<file path="src/rtl/psrb_pkg.sv">
// shared types and codes for the packet slot ring buffer
`default_nettype none
package psrb_pkg;

  localparam logic OP_PUSH = 1'b0;
  localparam logic OP_POP  = 1'b1;

  localparam logic [1:0] ST_OK       = 2'd0;
  localparam logic [1:0] ST_FULL     = 2'd1;
  localparam logic [1:0] ST_EMPTY    = 2'd2;
  localparam logic [1:0] ST_OVERFLOW = 2'd3;

  typedef struct packed {
    logic       operation;
    logic [7:0] data_byte;
    logic       last_byte;
  } psrb_in_t;

  typedef struct packed {
    logic [1:0] status;
    logic       byte_valid;
    logic [7:0] out_byte;
    logic       last_of_run;
  } psrb_out_t;

  typedef struct packed {
    logic       is_pop;
    logic [7:0] data;
    logic       last;
  } psrb_item_t;

  typedef enum logic [1:0] {
    B_IDLE,
    B_LEN,
    B_STREAM
  } psrb_bstate_t;

endpackage
`default_nettype wire

</file>
<file path="src/rtl/psrb_front.sv">
// front end: accepts command beats and queues classified items
`default_nettype none
module psrb_front
  import psrb_pkg::*;
(
  input  wire logic       clk,
  input  wire logic       rst_n,
  input  wire logic       start,
  output logic            busy,
  input  wire psrb_in_t   in_data,
  input  wire logic       take,
  output logic            item_valid,
  output psrb_item_t      item
);

  psrb_item_t q_r [2];
  logic       wr_idx_r;
  logic       rd_idx_r;
  logic [1:0] cnt_r;
  logic       accept;
  psrb_item_t cls;

  assign busy       = (cnt_r == 2'd2);
  assign accept     = start && !busy;
  assign item_valid = (cnt_r != 2'd0);
  assign item       = q_r[rd_idx_r];

  always_comb begin
    cls.is_pop = (in_data.operation == OP_POP);
    cls.data   = in_data.data_byte;
    cls.last   = in_data.last_byte;
  end

  always_ff @(posedge clk) begin
    if (accept) begin
      q_r[wr_idx_r] <= cls;
    end
  end

  always_ff @(posedge clk) begin
    if (!rst_n) begin
      wr_idx_r <= 1'b0;
      rd_idx_r <= 1'b0;
      cnt_r    <= 2'd0;
    end else begin
      if (accept) begin
        wr_idx_r <= ~wr_idx_r;
      end
      if (take) begin
        rd_idx_r <= ~rd_idx_r;
      end
      case ({accept, take})
        2'b10:   cnt_r <= cnt_r + 2'd1;
        2'b01:   cnt_r <= cnt_r - 2'd1;
        default: cnt_r <= cnt_r;
      endcase
    end
  end

endmodule
`default_nettype wire

</file>
<file path="src/rtl/psrb_back.sv">
// back end: ring pointers, slot storage, push handling and pop streaming
`default_nettype none
module psrb_back
  import psrb_pkg::*;
#(
  parameter int SLOT_COUNT = 4,
  parameter int SLOT_BYTES = 64
) (
  input  wire logic       clk,
  input  wire logic       rst_n,
  input  wire logic       item_valid,
  input  wire psrb_item_t item,
  output logic            take,
  output logic            out_valid,
  output psrb_out_t       out_data
);

  localparam int SLOT_W    = $clog2(SLOT_COUNT);
  localparam int IDX_W     = (SLOT_BYTES > 1) ? $clog2(SLOT_BYTES) : 1;
  localparam int LEN_W     = $clog2(SLOT_BYTES + 1);
  localparam int ADDR_W    = SLOT_W + IDX_W;
  localparam int MEM_DEPTH = SLOT_COUNT * (2 ** IDX_W);
  localparam logic [SLOT_W-1:0] SLOT_LAST = SLOT_W'(SLOT_COUNT - 1);
  localparam logic [LEN_W-1:0]  LEN_MAX   = LEN_W'(SLOT_BYTES);
  localparam logic [LEN_W-1:0]  LEN_ONE   = LEN_W'(1);

  logic [7:0]       byte_mem [MEM_DEPTH];
  logic [LEN_W-1:0] len_mem  [SLOT_COUNT];

  psrb_bstate_t     state_r, state_nxt;
  logic [SLOT_W-1:0] wslot_r, wslot_nxt;
  logic              wmir_r, wmir_nxt;
  logic [SLOT_W-1:0] rslot_r, rslot_nxt;
  logic              rmir_r, rmir_nxt;
  logic              open_r, open_nxt;
  logic              drop_r, drop_nxt;
  logic [LEN_W-1:0]  wr_len_r, wr_len_nxt;
  logic [IDX_W-1:0]  idx_r, idx_nxt;
  logic              out_valid_r, out_valid_nxt;
  logic [1:0]        out_status_r, out_status_nxt;
  logic              out_bv_r, out_bv_nxt;
  logic              out_last_r, out_last_nxt;

  logic [7:0]        mem_q_r;
  logic [LEN_W-1:0]  len_q_r;

  logic              mem_we, mem_re, len_we, len_re;
  logic [ADDR_W-1:0] mem_waddr, mem_raddr;
  logic [LEN_W-1:0]  cur_len, new_len;
  logic              ring_empty, ring_full;

  assign ring_empty = (wslot_r == rslot_r) && (wmir_r == rmir_r);
  assign ring_full  = (wslot_r == rslot_r) && (wmir_r != rmir_r);
  assign cur_len    = open_r ? wr_len_r : '0;
  assign new_len    = cur_len + LEN_ONE;
  assign mem_waddr  = {wslot_r, cur_len[IDX_W-1:0]};
  assign mem_raddr  = {rslot_r, idx_r};

  always_ff @(posedge clk) begin
    if (mem_we) begin
      byte_mem[mem_waddr] <= item.data;
    end
    if (mem_re) begin
      mem_q_r <= byte_mem[mem_raddr];
    end
    if (len_we) begin
      len_mem[wslot_r] <= wr_len_nxt;
    end
    if (len_re) begin
      len_q_r <= len_mem[rslot_r];
    end
  end

  always_ff @(posedge clk) begin
    if (!rst_n) begin
      state_r      <= B_IDLE;
      wslot_r      <= '0;
      wmir_r       <= 1'b0;
      rslot_r      <= '0;
      rmir_r       <= 1'b0;
      open_r       <= 1'b0;
      drop_r       <= 1'b0;
      wr_len_r     <= '0;
      idx_r        <= '0;
      out_valid_r  <= 1'b0;
      out_status_r <= ST_OK;
      out_bv_r     <= 1'b0;
      out_last_r   <= 1'b0;
    end else begin
      state_r      <= state_nxt;
      wslot_r      <= wslot_nxt;
      wmir_r       <= wmir_nxt;
      rslot_r      <= rslot_nxt;
      rmir_r       <= rmir_nxt;
      open_r       <= open_nxt;
      drop_r       <= drop_nxt;
      wr_len_r     <= wr_len_nxt;
      idx_r        <= idx_nxt;
      out_valid_r  <= out_valid_nxt;
      out_status_r <= out_status_nxt;
      out_bv_r     <= out_bv_nxt;
      out_last_r   <= out_last_nxt;
    end
  end

  always_comb begin
    state_nxt      = state_r;
    wslot_nxt      = wslot_r;
    wmir_nxt       = wmir_r;
    rslot_nxt      = rslot_r;
    rmir_nxt       = rmir_r;
    open_nxt       = open_r;
    drop_nxt       = drop_r;
    wr_len_nxt     = wr_len_r;
    idx_nxt        = idx_r;
    out_valid_nxt  = 1'b0;
    out_status_nxt = ST_OK;
    out_bv_nxt     = 1'b0;
    out_last_nxt   = 1'b1;
    take           = 1'b0;
    mem_we         = 1'b0;
    mem_re         = 1'b0;
    len_we         = 1'b0;
    len_re         = 1'b0;
    case (state_r)
      B_IDLE: begin
        if (item_valid) begin
          take = 1'b1;
          if (item.is_pop) begin
            if (ring_empty) begin
              out_valid_nxt  = 1'b1;
              out_status_nxt = ST_EMPTY;
            end else begin
              len_re    = 1'b1;
              state_nxt = B_LEN;
            end
          end else begin
            out_valid_nxt = 1'b1;
            if (drop_r) begin
              out_status_nxt = ST_FULL;
              if (item.last) begin
                drop_nxt = 1'b0;
              end
            end else if (!open_r && ring_full) begin
              out_status_nxt = ST_FULL;
              if (!item.last) begin
                drop_nxt = 1'b1;
              end
            end else begin
              open_nxt = 1'b1;
              if (cur_len < LEN_MAX) begin
                mem_we     = 1'b1;
                wr_len_nxt = new_len;
              end else begin
                out_status_nxt = ST_OVERFLOW;
                wr_len_nxt     = cur_len;
              end
              if (item.last) begin
                len_we   = 1'b1;
                open_nxt = 1'b0;
                if (wslot_r == SLOT_LAST) begin
                  wslot_nxt = '0;
                  wmir_nxt  = ~wmir_r;
                end else begin
                  wslot_nxt = wslot_r + SLOT_W'(1);
                end
              end
            end
          end
        end
      end
      B_LEN: begin
        idx_nxt = '0;
        if (len_q_r == '0) begin
          out_valid_nxt = 1'b1;
          state_nxt     = B_IDLE;
          if (rslot_r == SLOT_LAST) begin
            rslot_nxt = '0;
            rmir_nxt  = ~rmir_r;
          end else begin
            rslot_nxt = rslot_r + SLOT_W'(1);
          end
        end else begin
          state_nxt = B_STREAM;
        end
      end
      B_STREAM: begin
        mem_re        = 1'b1;
        out_valid_nxt = 1'b1;
        out_bv_nxt    = 1'b1;
        out_last_nxt  = ((LEN_W'(idx_r) + LEN_ONE) == len_q_r);
        if (out_last_nxt) begin
          state_nxt = B_IDLE;
          if (rslot_r == SLOT_LAST) begin
            rslot_nxt = '0;
            rmir_nxt  = ~rmir_r;
          end else begin
            rslot_nxt = rslot_r + SLOT_W'(1);
          end
        end else begin
          idx_nxt = idx_r + IDX_W'(1);
        end
      end
      default: begin
        state_nxt = B_IDLE;
      end
    endcase
  end

  assign out_valid            = out_valid_r;
  assign out_data.status      = out_status_r;
  assign out_data.byte_valid  = out_bv_r;
  assign out_data.out_byte    = out_bv_r ? mem_q_r : 8'd0;
  assign out_data.last_of_run = out_last_r;

endmodule
`default_nettype wire

</file>
<file path="src/rtl/packet_slot_ring_buffer_top.sv">
// top level of the packet slot ring buffer
//
// command channel: in_data is taken at a rising edge with start high and busy
// low. operation selects a push of one packet byte (last_byte commits the
// packet) or a pop of the oldest committed packet.
// result channel: each result beat shows on out_data for one cycle with
// out_valid high; the receiver takes every beat and cannot stall.
// a two-entry queue parts the front from the back; busy is high while the
// queue holds two items.
// with an empty queue, a push or empty-pop result is registered in the queue
// entry and then in the back end's output register; a pop of n bytes goes
// through the queue, the slot length read and a byte-memory read, then
// streams one byte per cycle. a push or empty pop holds the back end only
// for its dequeue; a pop holds it for the dequeue, the length read and one
// byte-memory read per byte, and no new item is taken until the pop ends.
// reset: pointers, open/drop flags and the queue clear at once; slot storage
// is not cleared and no clearing pass runs.
`default_nettype none
module packet_slot_ring_buffer_top
  import psrb_pkg::*;
#(
  parameter int SLOT_COUNT = 4,
  parameter int SLOT_BYTES = 64
) (
  input  wire logic     clk,
  input  wire logic     rst_n,
  input  wire logic     start,
  output logic          busy,
  input  wire psrb_in_t in_data,
  output logic          out_valid,
  output psrb_out_t     out_data
);

  logic       item_valid;
  logic       take;
  psrb_item_t item;

  psrb_front u_front (
    .clk        (clk),
    .rst_n      (rst_n),
    .start      (start),
    .busy       (busy),
    .in_data    (in_data),
    .take       (take),
    .item_valid (item_valid),
    .item       (item)
  );

  psrb_back #(
    .SLOT_COUNT (SLOT_COUNT),
    .SLOT_BYTES (SLOT_BYTES)
  ) u_back (
    .clk        (clk),
    .rst_n      (rst_n),
    .item_valid (item_valid),
    .item       (item),
    .take       (take),
    .out_valid  (out_valid),
    .out_data   (out_data)
  );

endmodule
`default_nettype wire

</file>
<file path="config.mk">
export PLATFORM = sky130hd
export DESIGN_NAME = packet_slot_ring_buffer_top
export DESIGN_NICKNAME = d
export VERILOG_FILES = /design/src/rtl/psrb_pkg.sv /design/src/rtl/psrb_front.sv /design/src/rtl/psrb_back.sv /design/src/rtl/packet_slot_ring_buffer_top.sv
export SDC_FILE = /design/constraint.sdc
export NUM_CORES = 2
export LEC_CHECK = 0
export ABC_AREA = 1
export BUFFER_PORTS_ARGS = -buffer_cell sky130_fd_sc_hd__buf_2
export CAP_MARGIN = 0
export CORE_MARGIN = 2
export CORE_UTILIZATION = 35
export CTS_CLUSTER_SIZE = 10
export DETAILED_ROUTE_END_ITERATION = 6
export GPL_TIMING_DRIVEN = 1
export SYNTH_ARGS = -nofsm -noshare
export SYNTH_HDL_FRONTEND = slang
export SYNTH_SLANG_ARGS = --single-unit
</file>
<file path="constraint.sdc">
create_clock -name clk -period 5.9 [get_ports clk]
set_clock_uncertainty 0.2 [all_clocks]
set_input_delay 0.59 -clock clk [delete_from_list [all_inputs] [get_ports clk]]
set_output_delay 0.59 -clock clk [all_outputs]
set_load 0.005 [all_outputs]
</file>
==> run summary <==
final worst slack: 1870 ps
crit path time final: 4030 ps
cell area after synthesis: 87000 um2
post-synthesis net count: 7403
largest family of logic cells by synthesized area: simple AND/OR/NAND/NOR gates
TritonCTS clock tree: built
Crit-path slowest cell: inv_8
most used cell, CP: nand3_1
starting density of the core: 35.3%
die area: 252000 um2
Fmax: 0.248 GHz
remaining antenna violation count: 0
vias per cell: 5.36
worst min path class: in2reg
Worst Setup Start Kind: flip-flop
Post-Syn Instances: 7376
clock transition at the registers of the reported paths: 60 ps
Post-synth EDFFs: 2111
drt drc: 0
Tot Pwr: 35.5 mW
Post-Synth XOR/XNOR Area: 0.101%
I/O pin count: 27
Finish-stage setup viols: 0
post-CTS setup buffer count: 0
adder-cell share of the synthesized area: 0.201%
clock tree buffer depth: 3
Area after DPL: 90400 um2
num rows: 182
Synth cell types: 38
global-route wire length before repair: 358000 um
CTS Hold Buffers Added: 12
Core Util, Final: 39.3%
Worst Path Arrival: 4550 ps
nets: 7268
Tcrit/Tclk final: 68.3%
predominant post-synthesis flop cell: edfxtp_1
dpl cells: 10300
register bit count reported by yosys: 2144
worst-skew pair later-pin latency: 860 ps
Non-Filler Instances: 10600
die width: 502 um
max-cap viol count: 0
total CTS buffers: 234
gpl congestion: 0.876
r2r startpoint: u_back.idx_r[0]$_SDFFE_PN0P_
initial DRC count: 6649
Critical Path Start: u_back.idx_r[0]$_SDFFE_PN0P_
post-synthesis compound-gate area fraction: 0.442%
Crit Path Max Fanout: 152
slew margin rel.: 14.9%
final instance area: 96700 um2
Pwr Density: 367 nW/um2
HP Start: in_data[4]
Worst VDD drop: 0.351 mV
WS Path Type: reg2reg
grt total ovfl: 0
Via Count: 56900
Post-Route WL: 243000 um
post-placement worst setup slack: 1920 ps
Root Driver: clkbuf_16
Synth Area in Simple Gates: 22.9%
Worst Max-Slew Pin Slew: 1270 ps
Async SR Flop Fraction: 0%
Avg WL per Cell: 22.9 um
Synth-to-Final Area Change: 11.2%
share of layout cells above drive strength 1: 5.91%
vias in the first global route: 54600
leakage: 32.7 nW
register area share after synthesis: 73.7%
Final Slew Violations: 0
RSZ-0062 raised after global routing: false
htree depth: 4
Port Buffers: 26
die height: 502 um
initial antenna violation count: 4
mux cell area share after synthesis: 0%
Tot GR Track Use: 18.8%
WHS: 252 ps
worst path required time: 6420 ps
CP max stage delay: 600 ps
mean post-synth cell area: 11.8 um2
Worst Setup End Kind: flip-flop
area of the core: 246000 um2
CTS Sinks: 2144
total number of yosys warnings: 0
Post-DP HPWL: 133000 um
Post-CTS Resized: 0
status: finished clean
largest net degree at the start of global routing: 179
setup TNS: 0 ps
Final Hold Vio Count: 0
First-pass DRT Iterations: 5
crit-path cells: inv_8 -> buf_12 -> nand2_1 -> nand3_1 -> nand3_1 -> nand3_1 -> nand3_1 -> nand3_1 -> nand3_1 -> nand2_1 -> nand2_1 -> nand2_1
==> report_power, final <==
group	internal, mW	switching [mW]
clock	7.05	5.61
sequential	19.0	0.0743
combinational	0.385	3.35
total	26.4	9.03
==> cell usage after synthesis (all sizes together), types with 8 or more instances <==
| cell | n | area [um2] |
|---|---|---|
| a21oi | 25 | 136 |
| buf | 218 | 1040 |
| clkbuf | 281 | 1050 |
| dfxtp | 33 | 661 |
| edfxtp | 2111 | 63400 |
| ha | 14 | 175 |
| inv | 62 | 235 |
| nand2 | 2215 | 8360 |
| nand3 | 2039 | 10200 |
| nand4 | 10 | 62.6 |
| nor2 | 308 | 1250 |
| o21ai | 29 | 145 |
| xor2 | 8 | 70.1 |
==> sequential cells by signal, indices dropped and copies added, names as in the netlist, 6 cells and up, named ones only <==
register and count:
u_back.byte_mem 2048, u_back.len_mem 28, u_front.q_r 20, u_back.mem_q_r 8
u_back.len_q_r 7, u_back.wr_len_r 7, u_back.idx_r 6
==> critical path: cells and delay by family (launching register included) <==
family / cells / cell delay, ps
buffers and inverters: 2 / 1050
and+or+nand+nor: 10 / 1730
DFF: 1 / 450
==> cells by family after synthesis <==
logic type,after synthesis
flops,2144
xor+xnor,10
compound gates,69
simple gates,4576
fa+ha+maj,14
buf+inv,563
==> worst paths after layout <==
check             cells past startpoint  slack (ps)                             to
hold / removal                        2         250    u_front.q_r[0][4]$_DFFE_PP_
setup / recovery                     12        1870    u_back.mem_q_r[4]$_DFFE_PP_
setup reg to reg                     12        1870    u_back.mem_q_r[4]$_DFFE_PP_
hold reg to reg                       1         280  u_front.rd_idx_r$_SDFFE_PN0P_
==> per-layer routing <==
metal | global-route usage [%] | share of wire [%]
met1 | 25.7 | 41
met2 | 29.9 | 47
met3 | 3.17 | 8.2
met4 | 7.30 | 4.0
met5 | 0 | 0.011
==> cell usage in the layout (no fill, tap or decap), types with 3 or more instances in the layout <==
cell type,synthesis,routed
a211oi_1,5,5
a21oi_1,24,24
buf_12,0,33
buf_2,165,26
buf_4,2,57
clkbuf_1,281,35
clkbuf_16,0,235
clkinv_1,2,3
clkinv_8,0,7
dfxtp_1,33,27
dfxtp_4,0,5
dlygate4sd3_1,0,12
edfxtp_1,2111,2111
ha_1,14,14
inv_1,58,55
inv_6,0,5
inv_8,0,3
nand2_1,2205,2181
nand2_2,6,22
nand2_4,4,12
nand3_1,2035,2035
nand4_1,10,10
nor2_1,296,296
nor2_2,7,7
nor2_8,4,4
o21ai_0,28,28
o22ai_1,7,7
xor2_1,8,8
==> layout make-up <==
| cell class | instances | area (um2) |
|---|---|---|
| clock buffers | 270 | 6010 |
| flip-flops and latches | 2144 | 64100 |
| repair buffers | 128 | 1340 |
| clock inverters | 16 | 219 |
| multi-input cells | 4669 | 20700 |
| inverters | 64 | 268 |
| diodes | 2 | 5.00 |
| fillers | 23300 | 150000 |
| well taps | 3312 | 4140 |
Note: power is estimated with default switching activity, not from simulation.
